--- config.mk ---
export PLATFORM = sky130hd
export DESIGN_NAME = table_motor_mixer_limiter_core
export DESIGN_NICKNAME = d
export VERILOG_FILES = /design/src/design/tmml_pkg.sv /design/src/design/table_motor_mixer_limiter_core.sv /design/src/design/tmml_div.sv /design/src/design/tmml_term.sv
export SDC_FILE = /design/constraint.sdc
export NUM_CORES = 2
export LEC_CHECK = 0
export ABC_AREA = 1
export BUFFER_PORTS_ARGS = -buffer_cell sky130_fd_sc_hd__buf_2
export CAP_MARGIN = 10
export CORE_ASPECT_RATIO = 1.75
export CORE_MARGIN = 8
export CORE_UTILIZATION = 60
export DETAILED_ROUTE_END_ITERATION = 12
export PLACE_DENSITY = 0.76
export SLEW_MARGIN = 20
export SYNTH_ARGS = -nofsm -noshare
export SYNTH_HDL_FRONTEND = slang
export SYNTH_SLANG_ARGS = --single-unit
--- constraint.sdc ---
create_clock -name clk -period 9.34 [get_ports clk]
set_input_delay 0 -clock clk [delete_from_list [all_inputs] [get_ports clk]]
set_output_delay 0 -clock clk [all_outputs]
set_load 0.01 [all_outputs]
--- src/design/tmml_pkg.sv ---
// Package for the table motor mixer/limiter: widths, register codes, constants,
// term tag type and sequencer state type. No dependencies.
`timescale 1ns / 1ps

package tmml_pkg;

    // Default motor count, top level parameter default
    localparam int NUM_MOTORS_DEF = 12;

    // Mixer factor table
    localparam int TABLE_WORDS = 24;
    localparam int TBL_IDX_W   = 5;
    localparam int WORD_W      = 16;

    // Field widths
    localparam int MOTOR_IDX_W = 4;
    localparam int GAS_W       = 8;
    localparam int CHAN_W      = 12;
    localparam int CORR_W      = 16;
    localparam int FACT_W      = 8;

    // Stream payload widths
    localparam int S_TDATA_W = 88;
    localparam int M_TDATA_W = 8;

    // Configuration register codes
    localparam int CFG_IDX_W = 1;
    localparam logic [CFG_IDX_W-1:0] REG_MIN_GAS = 1'd0;
    localparam logic [CFG_IDX_W-1:0] REG_MAX_GAS = 1'd1;

    localparam logic [GAS_W-1:0] MIN_GAS_RST = 8'd10;
    localparam logic [GAS_W-1:0] MAX_GAS_RST = 8'd200;

    // Input item commands
    localparam logic CMD_LOAD = 1'b0;
    localparam logic CMD_MIX  = 1'b1;

    // Throttle scaling: (ch - 1000) / (1000 / max_gas)
    localparam int DIV_NUM_W = 12;
    localparam int DIV_DEN_W = 10;
    localparam logic [DIV_NUM_W-1:0] CH_OFFSET = 12'd1000;
    localparam logic [DIV_NUM_W-1:0] SCALE_NUM = 12'd1000;

    // Divide by 100: q = (x * ceil(2^30 / 100)) >> 30, exact for x < 2^23
    localparam int PROD_W      = 23;
    localparam int RECIP_W     = 24;
    localparam int RECIP_SHIFT = 30;
    localparam logic [RECIP_W-1:0] RECIP_100 = 24'd10737419;

    // Term selector within one motor
    localparam logic [1:0] TERM_THR  = 2'd0;
    localparam logic [1:0] TERM_ROLL = 2'd1;
    localparam logic [1:0] TERM_NICK = 2'd2;
    localparam logic [1:0] TERM_YAW  = 2'd3;

    // Tag that follows a term through the multiplier pipeline
    typedef struct packed {
        logic [MOTOR_IDX_W-1:0] motor;
        logic                   motor_end;
    } term_tag_t;

    // Sequencer states, one-hot
    typedef enum logic [5:0] {
        S_IDLE      = 6'b000001,
        S_DIV_SCALE = 6'b000010,
        S_DIV_THR   = 6'b000100,
        S_MIX       = 6'b001000,
        S_DRAIN     = 6'b010000,
        S_OUT       = 6'b100000
    } seq_state_t;

endpackage

--- src/design/table_motor_mixer_limiter_core.sv ---
// Mix item: two throttle divider passes, then one term a cycle (4*NUM_MOTORS terms)
// into the shared multiplier, a drain of the term unit, then one result a cycle
// while m_tready allows it; input ready returns once the last result is registered.
// Load item and configuration write: taken without a stall, no result. Reset (rst_n, async
// low): table cleared, min_gas 10, max_gas 200, idle. Uses tmml_pkg, tmml_div, tmml_term.
`timescale 1ns / 1ps

module table_motor_mixer_limiter_core
    import tmml_pkg::*;
#(
    parameter int NUM_MOTORS = NUM_MOTORS_DEF
)
(
    input  logic                 clk,
    input  logic                 rst_n,
    // Configuration writes
    input  logic                 cfg_valid,
    output logic                 cfg_ready,
    input  logic [CFG_IDX_W-1:0] cfg_index,
    input  logic [GAS_W-1:0]     cfg_data,
    // Input stream
    input  logic                 s_tvalid,
    output logic                 s_tready,
    // [4:0] word_index, [20:5] word_data, [32:21] throttle_channel,
    // [48:33] roll_correction, [64:49] nick_correction, [80:65] yaw_correction
    input  logic [S_TDATA_W-1:0] s_tdata,
    // [0] cmd
    input  logic                 s_tuser,
    // Output stream
    output logic                 m_tvalid,
    input  logic                 m_tready,
    // [7:0] motor_value
    output logic [M_TDATA_W-1:0] m_tdata,
    // [3:0] motor_index
    output logic [MOTOR_IDX_W-1:0] m_tuser,
    output logic                 m_tlast
);

    localparam int MOT_W = (NUM_MOTORS > 1) ? $clog2(NUM_MOTORS) : 1;
    localparam logic [MOT_W-1:0] MOT_LAST = MOT_W'(NUM_MOTORS - 1);

    seq_state_t state_reg, state_next;

    logic [GAS_W-1:0]  min_gas_reg, max_gas_reg;
    logic [WORD_W-1:0] table_reg [TABLE_WORDS];

    logic [CHAN_W-1:0]        chan_reg, chan_next;
    logic signed [CORR_W-1:0] roll_reg, roll_next;
    logic signed [CORR_W-1:0] nick_reg, nick_next;
    logic signed [CORR_W-1:0] yaw_reg, yaw_next;
    logic [GAS_W-1:0]         thr_reg, thr_next;

    logic [MOT_W-1:0]         iss_m_reg, iss_m_next;
    logic [1:0]               iss_j_reg, iss_j_next;
    logic [WORD_W-1:0]        acc_reg, acc_next;
    logic signed [16:0]       mn_reg, mn_next;
    logic signed [16:0]       mx_reg, mx_next;
    logic signed [WORD_W-1:0] raw_reg [NUM_MOTORS];
    logic [MOT_W-1:0]         out_cnt_reg, out_cnt_next;

    logic                   m_valid_reg, m_valid_next;
    logic [GAS_W-1:0]       m_val_reg, m_val_next;
    logic [MOTOR_IDX_W-1:0] m_idx_reg, m_idx_next;
    logic                   m_last_reg, m_last_next;

    logic s_xfer;
    logic raw_we;

    // Divider hookup
    logic                 div_start;
    logic [DIV_NUM_W-1:0] div_dividend;
    logic [DIV_DEN_W-1:0] div_divisor;
    logic                 div_busy;
    logic                 div_done;
    logic [DIV_NUM_W-1:0] div_quot;

    // Term unit hookup
    logic                     term_valid;
    logic signed [CORR_W-1:0] term_a;
    logic signed [FACT_W-1:0] term_f;
    term_tag_t                term_tag;
    logic                     q_valid;
    logic [WORD_W-1:0]        q_val;
    term_tag_t                q_tag;
    logic [WORD_W-1:0]        sum;
    logic signed [16:0]       sum_x;
    logic [WORD_W-1:0]        fact_word;

    // Limiter
    logic signed [18:0] lv, lmx, lmn, lgmax, lgmin, lres;

    assign s_xfer    = s_tvalid && s_tready;
    assign s_tready  = (state_reg == S_IDLE);
    assign cfg_ready = 1'b1;

    tmml_div u_div (
        .clk      (clk),
        .rst_n    (rst_n),
        .start    (div_start),
        .dividend (div_dividend),
        .divisor  (div_divisor),
        .busy     (div_busy),
        .done     (div_done),
        .quotient (div_quot)
    );

    // Operand and factor selection for the term being issued
    always_comb
    begin
        fact_word = table_reg[TBL_IDX_W'({iss_m_reg, iss_j_reg[1]})];
        term_f    = iss_j_reg[0] ? fact_word[FACT_W-1:0] : fact_word[WORD_W-1:FACT_W];
        unique case (iss_j_reg)
            TERM_THR:  term_a = $signed({{(CORR_W-GAS_W){1'b0}}, thr_reg});
            TERM_ROLL: term_a = roll_reg;
            TERM_NICK: term_a = nick_reg;
            TERM_YAW:  term_a = yaw_reg;
            default:   term_a = roll_reg;
        endcase
        term_tag.motor     = MOTOR_IDX_W'(iss_m_reg);
        term_tag.motor_end = (iss_j_reg == TERM_YAW);
    end

    tmml_term u_term (
        .clk       (clk),
        .rst_n     (rst_n),
        .in_valid  (term_valid),
        .operand   (term_a),
        .factor    (term_f),
        .in_tag    (term_tag),
        .out_valid (q_valid),
        .out_q     (q_val),
        .out_tag   (q_tag)
    );

    assign sum   = acc_reg + q_val;
    assign sum_x = $signed({sum[WORD_W-1], sum});

    // Shift and clamp of the motor at the output counter
    always_comb
    begin
        lv    = 19'(raw_reg[out_cnt_reg]);
        lmx   = 19'(mx_reg);
        lmn   = 19'(mn_reg);
        lgmax = $signed({11'd0, max_gas_reg});
        lgmin = $signed({11'd0, min_gas_reg});
        priority if (lmx > lgmax)
        begin
            lres = lv - lmx + lgmax;
            if (lres < lgmin)
                lres = lgmin;
        end
        else if (lmn < lgmin)
        begin
            lres = lv + lgmin - lmn;
            if (lres > lgmax)
                lres = lgmax;
        end
        else
        begin
            lres = lv;
        end
    end

    // Sequencer
    always_comb
    begin
        state_next   = state_reg;
        chan_next    = chan_reg;
        roll_next    = roll_reg;
        nick_next    = nick_reg;
        yaw_next     = yaw_reg;
        thr_next     = thr_reg;
        iss_m_next   = iss_m_reg;
        iss_j_next   = iss_j_reg;
        acc_next     = acc_reg;
        mn_next      = mn_reg;
        mx_next      = mx_reg;
        out_cnt_next = out_cnt_reg;
        m_valid_next = m_valid_reg;
        m_val_next   = m_val_reg;
        m_idx_next   = m_idx_reg;
        m_last_next  = m_last_reg;
        div_start    = 1'b0;
        div_dividend = '0;
        div_divisor  = '0;
        term_valid   = 1'b0;
        raw_we       = 1'b0;

        // output register emptied by a transfer
        if (m_valid_reg && m_tready)
            m_valid_next = 1'b0;

        unique case (state_reg)
            S_IDLE:
            begin
                if (s_xfer && (s_tuser == CMD_MIX))
                begin
                    chan_next    = s_tdata[32:21];
                    roll_next    = s_tdata[48:33];
                    nick_next    = s_tdata[64:49];
                    yaw_next     = s_tdata[80:65];
                    div_start    = 1'b1;
                    div_dividend = SCALE_NUM;
                    div_divisor  = (max_gas_reg == '0) ? DIV_DEN_W'(1)
                                                       : DIV_DEN_W'(max_gas_reg);
                    state_next   = S_DIV_SCALE;
                end
            end
            S_DIV_SCALE:
            begin
                // throttle divisor ready, start the throttle division
                if (div_done && !div_busy)
                begin
                    div_start    = 1'b1;
                    div_dividend = (chan_reg < CH_OFFSET) ? '0 : (chan_reg - CH_OFFSET);
                    div_divisor  = div_quot[DIV_DEN_W-1:0];
                    state_next   = S_DIV_THR;
                end
            end
            S_DIV_THR:
            begin
                if (div_done)
                begin
                    thr_next   = div_quot[GAS_W-1:0];
                    iss_m_next = '0;
                    iss_j_next = TERM_THR;
                    acc_next   = '0;
                    mn_next    = $signed({9'd0, min_gas_reg});
                    mx_next    = $signed({9'd0, max_gas_reg});
                    state_next = S_MIX;
                end
            end
            S_MIX:
            begin
                // one term per cycle into the shared unit
                term_valid = 1'b1;
                iss_j_next = iss_j_reg + 1'b1;
                if (iss_j_reg == TERM_YAW)
                begin
                    if (iss_m_reg == MOT_LAST)
                        state_next = S_DRAIN;
                    else
                        iss_m_next = iss_m_reg + 1'b1;
                end
            end
            S_DRAIN:
            begin
                state_next = S_DRAIN;
            end
            S_OUT:
            begin
                if (!m_valid_reg || m_tready)
                begin
                    m_valid_next = 1'b1;
                    m_val_next   = lres[GAS_W-1:0];
                    m_idx_next   = MOTOR_IDX_W'(out_cnt_reg);
                    m_last_next  = (out_cnt_reg == MOT_LAST);
                    out_cnt_next = out_cnt_reg + 1'b1;
                    if (out_cnt_reg == MOT_LAST)
                        state_next = S_IDLE;
                end
            end
            default:
            begin
                state_next = S_IDLE;
            end
        endcase

        // Accumulate quotients; close a motor on its yaw term
        if (q_valid)
        begin
            if (q_tag.motor_end)
            begin
                acc_next = '0;
                raw_we   = 1'b1;
                if (sum_x < mn_next)
                    mn_next = sum_x;
                if (sum_x > mx_next)
                    mx_next = sum_x;
                if (q_tag.motor[MOT_W-1:0] == MOT_LAST)
                begin
                    state_next   = S_OUT;
                    out_cnt_next = '0;
                end
            end
            else
            begin
                acc_next = sum;
            end
        end
    end

    // Control registers and configuration
    always_ff @(posedge clk or negedge rst_n)
    begin
        if (!rst_n)
        begin
            state_reg   <= S_IDLE;
            m_valid_reg <= 1'b0;
            min_gas_reg <= MIN_GAS_RST;
            max_gas_reg <= MAX_GAS_RST;
            iss_m_reg   <= '0;
            iss_j_reg   <= TERM_THR;
            out_cnt_reg <= '0;
        end
        else
        begin
            state_reg   <= state_next;
            m_valid_reg <= m_valid_next;
            iss_m_reg   <= iss_m_next;
            iss_j_reg   <= iss_j_next;
            out_cnt_reg <= out_cnt_next;
            if (cfg_valid && cfg_ready)
            begin
                unique case (cfg_index)
                    REG_MIN_GAS: min_gas_reg <= cfg_data;
                    REG_MAX_GAS: max_gas_reg <= cfg_data;
                    default:     min_gas_reg <= min_gas_reg;
                endcase
            end
        end
    end

    // Factor table, cleared at reset, written by load items
    always_ff @(posedge clk or negedge rst_n)
    begin
        if (!rst_n)
        begin
            for (int i = 0; i < TABLE_WORDS; i++)
                table_reg[i] <= '0;
        end
        else if (s_xfer && (s_tuser == CMD_LOAD) &&
                 (s_tdata[TBL_IDX_W-1:0] < TBL_IDX_W'(TABLE_WORDS)))
        begin
            table_reg[s_tdata[TBL_IDX_W-1:0]] <= s_tdata[20:5];
        end
    end

    // Payload registers
    always_ff @(posedge clk)
    begin
        chan_reg   <= chan_next;
        roll_reg   <= roll_next;
        nick_reg   <= nick_next;
        yaw_reg    <= yaw_next;
        thr_reg    <= thr_next;
        acc_reg    <= acc_next;
        mn_reg     <= mn_next;
        mx_reg     <= mx_next;
        m_val_reg  <= m_val_next;
        m_idx_reg  <= m_idx_next;
        m_last_reg <= m_last_next;
        if (raw_we)
            raw_reg[q_tag.motor[MOT_W-1:0]] <= $signed(sum);
    end

    assign m_tvalid = m_valid_reg;
    assign m_tdata  = m_val_reg;
    assign m_tuser  = m_idx_reg;
    assign m_tlast  = m_last_reg;

endmodule

--- src/design/tmml_div.sv ---
// Bit-serial restoring divider, one quotient bit per cycle.
// Depends on tmml_pkg for operand widths.
`timescale 1ns / 1ps

module tmml_div
    import tmml_pkg::*;
(
    input  logic                 clk,
    input  logic                 rst_n,
    input  logic                 start,
    input  logic [DIV_NUM_W-1:0] dividend,
    input  logic [DIV_DEN_W-1:0] divisor,
    output logic                 busy,
    output logic                 done,
    output logic [DIV_NUM_W-1:0] quotient
);

    localparam int CNT_W = $clog2(DIV_NUM_W);
    localparam logic [CNT_W-1:0] CNT_LAST = CNT_W'(DIV_NUM_W - 1);

    logic                 busy_reg, busy_next;
    logic                 done_reg, done_next;
    logic [CNT_W-1:0]     cnt_reg, cnt_next;
    logic [DIV_NUM_W-1:0] num_reg, num_next;
    logic [DIV_DEN_W-1:0] rem_reg, rem_next;
    logic [DIV_DEN_W-1:0] den_reg, den_next;
    logic [DIV_DEN_W:0]   shifted;
    logic [DIV_DEN_W:0]   diff;
    logic                 q_bit;

    // One restoring step
    always_comb
    begin
        shifted = {rem_reg, num_reg[DIV_NUM_W-1]};
        diff    = shifted - {1'b0, den_reg};
        q_bit   = (shifted >= {1'b0, den_reg});
    end

    always_comb
    begin
        busy_next = busy_reg;
        done_next = 1'b0;
        cnt_next  = cnt_reg;
        num_next  = num_reg;
        rem_next  = rem_reg;
        den_next  = den_reg;
        if (busy_reg)
        begin
            num_next = {num_reg[DIV_NUM_W-2:0], q_bit};
            rem_next = q_bit ? diff[DIV_DEN_W-1:0] : shifted[DIV_DEN_W-1:0];
            cnt_next = cnt_reg + 1'b1;
            if (cnt_reg == CNT_LAST)
            begin
                busy_next = 1'b0;
                done_next = 1'b1;
            end
        end
        else if (start)
        begin
            busy_next = 1'b1;
            cnt_next  = '0;
            num_next  = dividend;
            rem_next  = '0;
            den_next  = divisor;
        end
    end

    always_ff @(posedge clk or negedge rst_n)
    begin
        if (!rst_n)
        begin
            busy_reg <= 1'b0;
            done_reg <= 1'b0;
            cnt_reg  <= '0;
        end
        else
        begin
            busy_reg <= busy_next;
            done_reg <= done_next;
            cnt_reg  <= cnt_next;
        end
    end

    // Operand registers, no reset
    always_ff @(posedge clk)
    begin
        num_reg <= num_next;
        rem_reg <= rem_next;
        den_reg <= den_next;
    end

    assign busy     = busy_reg;
    assign done     = done_reg;
    assign quotient = num_reg;

endmodule

--- src/design/tmml_term.sv ---
// Shared term unit: signed product of an operand and a factor, divided by 100
// toward zero via a reciprocal multiply. Two register stages. Uses tmml_pkg.
`timescale 1ns / 1ps

module tmml_term
    import tmml_pkg::*;
(
    input  logic                     clk,
    input  logic                     rst_n,
    input  logic                     in_valid,
    input  logic signed [CORR_W-1:0] operand,
    input  logic signed [FACT_W-1:0] factor,
    input  term_tag_t                in_tag,
    output logic                     out_valid,
    output logic [WORD_W-1:0]        out_q,
    output term_tag_t                out_tag
);

    localparam int WIDE_W = PROD_W + RECIP_W;

    logic [CORR_W-1:0] mag_a;
    logic [FACT_W-1:0] mag_f;
    logic [PROD_W-1:0] prod;
    logic [WIDE_W-1:0] wide;

    logic              v1_reg, v2_reg;
    logic [PROD_W-1:0] p1_reg;
    logic              neg1_reg, neg2_reg;
    term_tag_t         tag1_reg, tag2_reg;
    logic [WORD_W-1:0] q2_reg;

    // Stage 1: magnitudes and their product
    always_comb
    begin
        mag_a = operand[CORR_W-1] ? (~operand + 1'b1) : operand;
        mag_f = factor[FACT_W-1] ? (~factor + 1'b1) : factor;
        prod  = {{(PROD_W-CORR_W){1'b0}}, mag_a} * {{(PROD_W-FACT_W){1'b0}}, mag_f};
    end

    // Stage 2: reciprocal multiply for the divide by 100
    assign wide = WIDE_W'(p1_reg) * WIDE_W'(RECIP_100);

    always_ff @(posedge clk or negedge rst_n)
    begin
        if (!rst_n)
        begin
            v1_reg <= 1'b0;
            v2_reg <= 1'b0;
        end
        else
        begin
            v1_reg <= in_valid;
            v2_reg <= v1_reg;
        end
    end

    always_ff @(posedge clk)
    begin
        p1_reg   <= prod;
        neg1_reg <= operand[CORR_W-1] ^ factor[FACT_W-1];
        tag1_reg <= in_tag;
        q2_reg   <= wide[RECIP_SHIFT +: WORD_W];
        neg2_reg <= neg1_reg;
        tag2_reg <= tag1_reg;
    end

    // Sign restore, wrapped to 16 bits
    assign out_q     = neg2_reg ? (~q2_reg + 1'b1) : q2_reg;
    assign out_valid = v2_reg;
    assign out_tag   = tag2_reg;

endmodule

==> results.py <==
metrics = {
    "outcome": {
        "outcome": "finished, final reports clean",
    },
    "power": {
        "switching_share_pct": 49.0,
        "pwr-share-clk_pct": 15.4,
        "finalPower_w": 0.0214,
        "p_int_w": 0.0109,
        "p_leak_nw": 28.9,
        "p_per_area_nw_per_um2": 355,
        "ir_drop_mv": 0.309,
        "switchingPower_w": 0.0105,
        "seqPwrFrac_pct": 22.7,
        "combinationalPowerShare_pct": 61.9,
    },
    "critical_path": {
        "critPathMaxFanout": 58,
        "crit_start": "iss_j_reg[1]",
        "worstReg2RegStart": "iss_j_reg[1]",
        "worst_path_max_delay_cell": "dfrtp_4",
        "cp.required_ns": 9.94,
        "r2r_slack_ns": 1.42,
        "cp_slowest_stage_delay_ns": 0.61,
        "crit_path_end_kind": "flip-flop",
        "rr_endpoint": "u_term.p1_reg[19]",
        "critPathKind": "flip-flop to flip-flop",
        "cp_common_cell": "nand2_1",
        "arrival_ns": 8.52,
        "r2r_cells": 36,
        "startpoint_type": "flip-flop",
    },
    "sta": {
        "drv_slew": 0,
        "finClkSkew_ns": 0.0473,
        "rsz0062_at_grt": "no",
        "maxSlewHeadroom_pct": 24.3,
        "fin_crit_sh_pct": 84.8,
        "tns_ns": 0,
        "final_hold_viol_count": 0,
        "period_needed_ns": 7.92,
        "fmax_ghz": 0.126,
        "setup_ws_ns": 1.42,
        "worst_pin_slew_ns": 1.13,
        "setup_violations": 0,
    },
    "synthesis": {
        "synth_top_family_by_area": "adder cells",
        "syn-num-nets": 7301,
        "async_flop_share_pct": 51.1,
        "seq_area_frac_synth_pct": 39.8,
        "synth-simple-area-share_pct": 18.5,
        "synth-edff-count": 321,
        "syn_inst": 6470,
        "ys_types": 67,
        "yosys_warnings": 0,
        "muxShareOfSynthArea_pct": 0,
        "syn_area_per_cell_um2": 8.53,
        "synth_compound_area_share_pct": 11.3,
        "ys_ff_latch": 831,
        "synth_xor_area_share_pct": 1.71,
        "synth_ff_type": "dfrtp_1",
        "syn-cell-area_um2": 55200,
        "synthAdderAreaFrac_pct": 20.5,
    },
    "detailed_routing": {
        "drt-vias-per-instance": 5.74,
        "top_layer_used": "met4",
        "wl_met2_um": 78000,
        "remaining_drc_errors": 0,
        "drt-initial-drc-count": 3765,
        "vias": 44779,
        "wl_met3_um": 8450,
        "totalWireLength_um": 153000,
        "first_pass_iters": 6,
        "wire_per_inst_um": 19.6,
        "ant_nets": 0,
        "drt-met1-wl_um": 54600,
    },
    "global_routing": {
        "grt_pass1_vias": 45150,
        "antenna_found_initial": 3,
        "grt_pass1_wl_um": 241000,
        "grt_overflow": 0,
        "grt_usage_pct": 29.8,
        "grt_max_degree": 142,
    },
    "floorplan": {
        "fp-row-count": 147,
        "die-area_um2": 102000,
        "die_w_um": 245,
        "die_h_um": 417,
        "num_io_pins": 119,
        "initial_utilization_pct": 60.4,
        "core_um2": 91400,
    },
    "cts": {
        "cts-root-buf": "clkbuf_16",
        "cts_buffers": 77,
        "clkLatencyLatePin_ns": 0.71,
        "clock-sinks": 831,
        "h-tree-depth": 3,
        "clock_path_buffers": 3,
        "post_cts_buffers": 0,
        "cts_tree": "yes",
        "clk_pin_slew_worst_paths_ns": 0.06,
        "cts-resized-gates": 0,
    },
    "cells_and_area": {
        "final_area_um2": 60200,
        "area_growth_syn_to_layout_pct": 9.02,
        "utilization_pct": 65.8,
        "drive_gt1_share_pct": 5.88,
        "nets": 7380,
        "largest_reg_flops": 384,
    },
    "place": {
        "dpl.hpwl_um": 109000,
        "io_buffers": 110,
        "placed_cell_area_um2": 56500,
        "place_ws_ns": 1.48,
        "gp_congestion": 0.967,
    },
    "hold_path": {
        "worst_hold_path_type": "input pin to flip-flop",
        "worstHoldStart": "s_tdata[14]",
        "worstHoldEndpoint": "table_reg[153]",
        "hold_path_depth": 3,
    },
    "flow_run": {
        "drv_cap": 0,
    },
}
==> per-layer routing <==
metal / global-route usage [%] / up-vias
met4: 20.8 / 0
met1: 32.7 / 21484
met3: 4.08 / 492
met5: 0 / -
met2: 52.7 / 1663
li1: - / 21140
==> cell usage in the layout, fill, tap and decap left out, types with 18 or more instances in the layout <==
cell type      Yosys  final
clkbuf_16          0     79
dfrtp_1          419    416
clkbuf_1         172     18
dfxtp_1           85     85
nor3_1            29     29
nor2_1           688    686
ha_1             432    432
edfxtp_1         321    321
nand2_2            7     24
a21oi_1          180    180
xor2_1            71     71
o21ai_0          744    744
inv_1            849    848
o21ai_1           54     54
o221ai_1          20     20
buf_2             53    109
o22ai_1           33     33
dlygate4sd3_1      0     94
o211ai_1          30     30
fa_1             296    296
a31oi_1           18     18
nand3_1          252    252
nand2_1         1427   1410
xnor2_1           30     30
buf_4             11     58
nand4_1           46     46
==> metrics by stage <==
| stage | instances | hold WS, ns |
|---|---|---|
| 5_1_grt | 7808 | 0.0235 |
| 6_report | 7808 | 0.0180 |
| 3_3_place_gp | 7567 | 0.0603 |
| 3_5_place_dp | 7567 | 0.0604 |
| 2_1_floorplan | 6470 | -0.296 |
| 4_1_cts | 7806 | 0.000105 |
==> critical path, delay by kind of cell, from the launching register on <==
kind,cells,cell delay (ns)
flip-flops,1,0.61
XOR/XNOR,2,0.55
AO/OA/AOI/OAI,5,1.10
adder cells (fa/ha/maj),6,2.71
AND/OR/NAND/NOR,15,1.63
buffers and inverters,8,1.17
==> Yosys cell counts, types with 4 or more instances <==
master / count / area [um2]
nand3_1: 252 / 1260
o22ai_1: 33 / 206
a21oi_1: 180 / 901
buf_1: 12 / 45.0
nor4_1: 12 / 75.1
inv_1: 849 / 3190
a21o_1: 8 / 60.1
xnor2_1: 30 / 263
dfstp_2: 6 / 158
nor2_1: 688 / 2580
o221ai_1: 20 / 175
o21ai_0: 744 / 3720
a31oi_1: 18 / 113
dfxtp_1: 85 / 1700
clkinv_1: 5 / 18.8
clkbuf_1: 172 / 646
nor3_1: 29 / 145
o31ai_1: 5 / 37.5
nand3b_1: 13 / 97.6
a221oi_1: 4 / 35.0
inv_2: 11 / 41.3
nor3b_1: 4 / 30.0
nand2_2: 7 / 43.8
ha_1: 432 / 5410
nand4_1: 46 / 288
o211ai_1: 30 / 225
xor2_1: 71 / 622
buf_4: 11 / 82.6
nor2_2: 14 / 87.6
fa_1: 296 / 5930
edfxtp_1: 321 / 9640
o21a_1: 10 / 75.1
buf_2: 53 / 265
buf_6: 19 / 214
a22o_1: 8 / 70.1
o21bai_1: 10 / 75.1
nand2_1: 1427 / 5360
o32ai_1: 8 / 70.1
o21ai_1: 54 / 270
or2_2: 9 / 56.3
dfrtp_1: 419 / 10500
a211oi_1: 9 / 67.6
==> worst max path at each step <==
| stage | end | slack (ns) | cells past startpoint |
|---|---|---|---|
| finish | u_term.p1_reg[19] | 1.42 | 36 |
| global placement | u_term.p1_reg[20] | 1.59 | 28 |
| floorplan | u_term.p1_reg[20] | 2.81 | 34 |
| CTS | u_term.p1_reg[20] | 1.46 | 28 |
| global route | u_term.p1_reg[20] | 0.84 | 36 |
| detailed placement | u_term.p1_reg[20] | 1.48 | 28 |
==> area by class of cell <==
cell class	instances	area, um2
Antenna cell	2	5.00
Clock buffer	104	2130
Clock inverter	40	504
Fill cell	7464	31200
Inverter	865	3250
Multi-Input combinational cell	4507	28800
Sequential cell	831	22000
Tap cell	1192	1490
Timing Repair Buffer	267	2040
==> power by group through the flow <==
| stage | Sequential, W | Clock, W | Combinational (W) |
|---|---|---|---|
| floorplan | 0.00482 | 0 | 0.00942 |
| global placement | 0.00491 | 0 | 0.0127 |
| detailed placement | 0.00492 | 0 | 0.0131 |
| CTS | 0.00485 | 0.00332 | 0.0132 |
| global route | 0.00490 | 0.00345 | 0.0150 |
| finish | 0.00486 | 0.00328 | 0.0132 |
==> timing repair <==
item,in CTS,in global routing
hold endpoints to repair,191,0
hold buffers,95,0
setup endpoints to repair,0,0
==> kinds of logic (layout without fill, tap and decap cells) <==
kind of cell	count (synthesis)	count (layout)
other cells	1	3
simple gates	2521	2521
buf+inv	1132	1276
xor+xnor	104	104
fa+ha+maj	728	728
flops	831	831
compound gates	1153	1153
No activity file was read; power rests on OpenSTA's default activity.
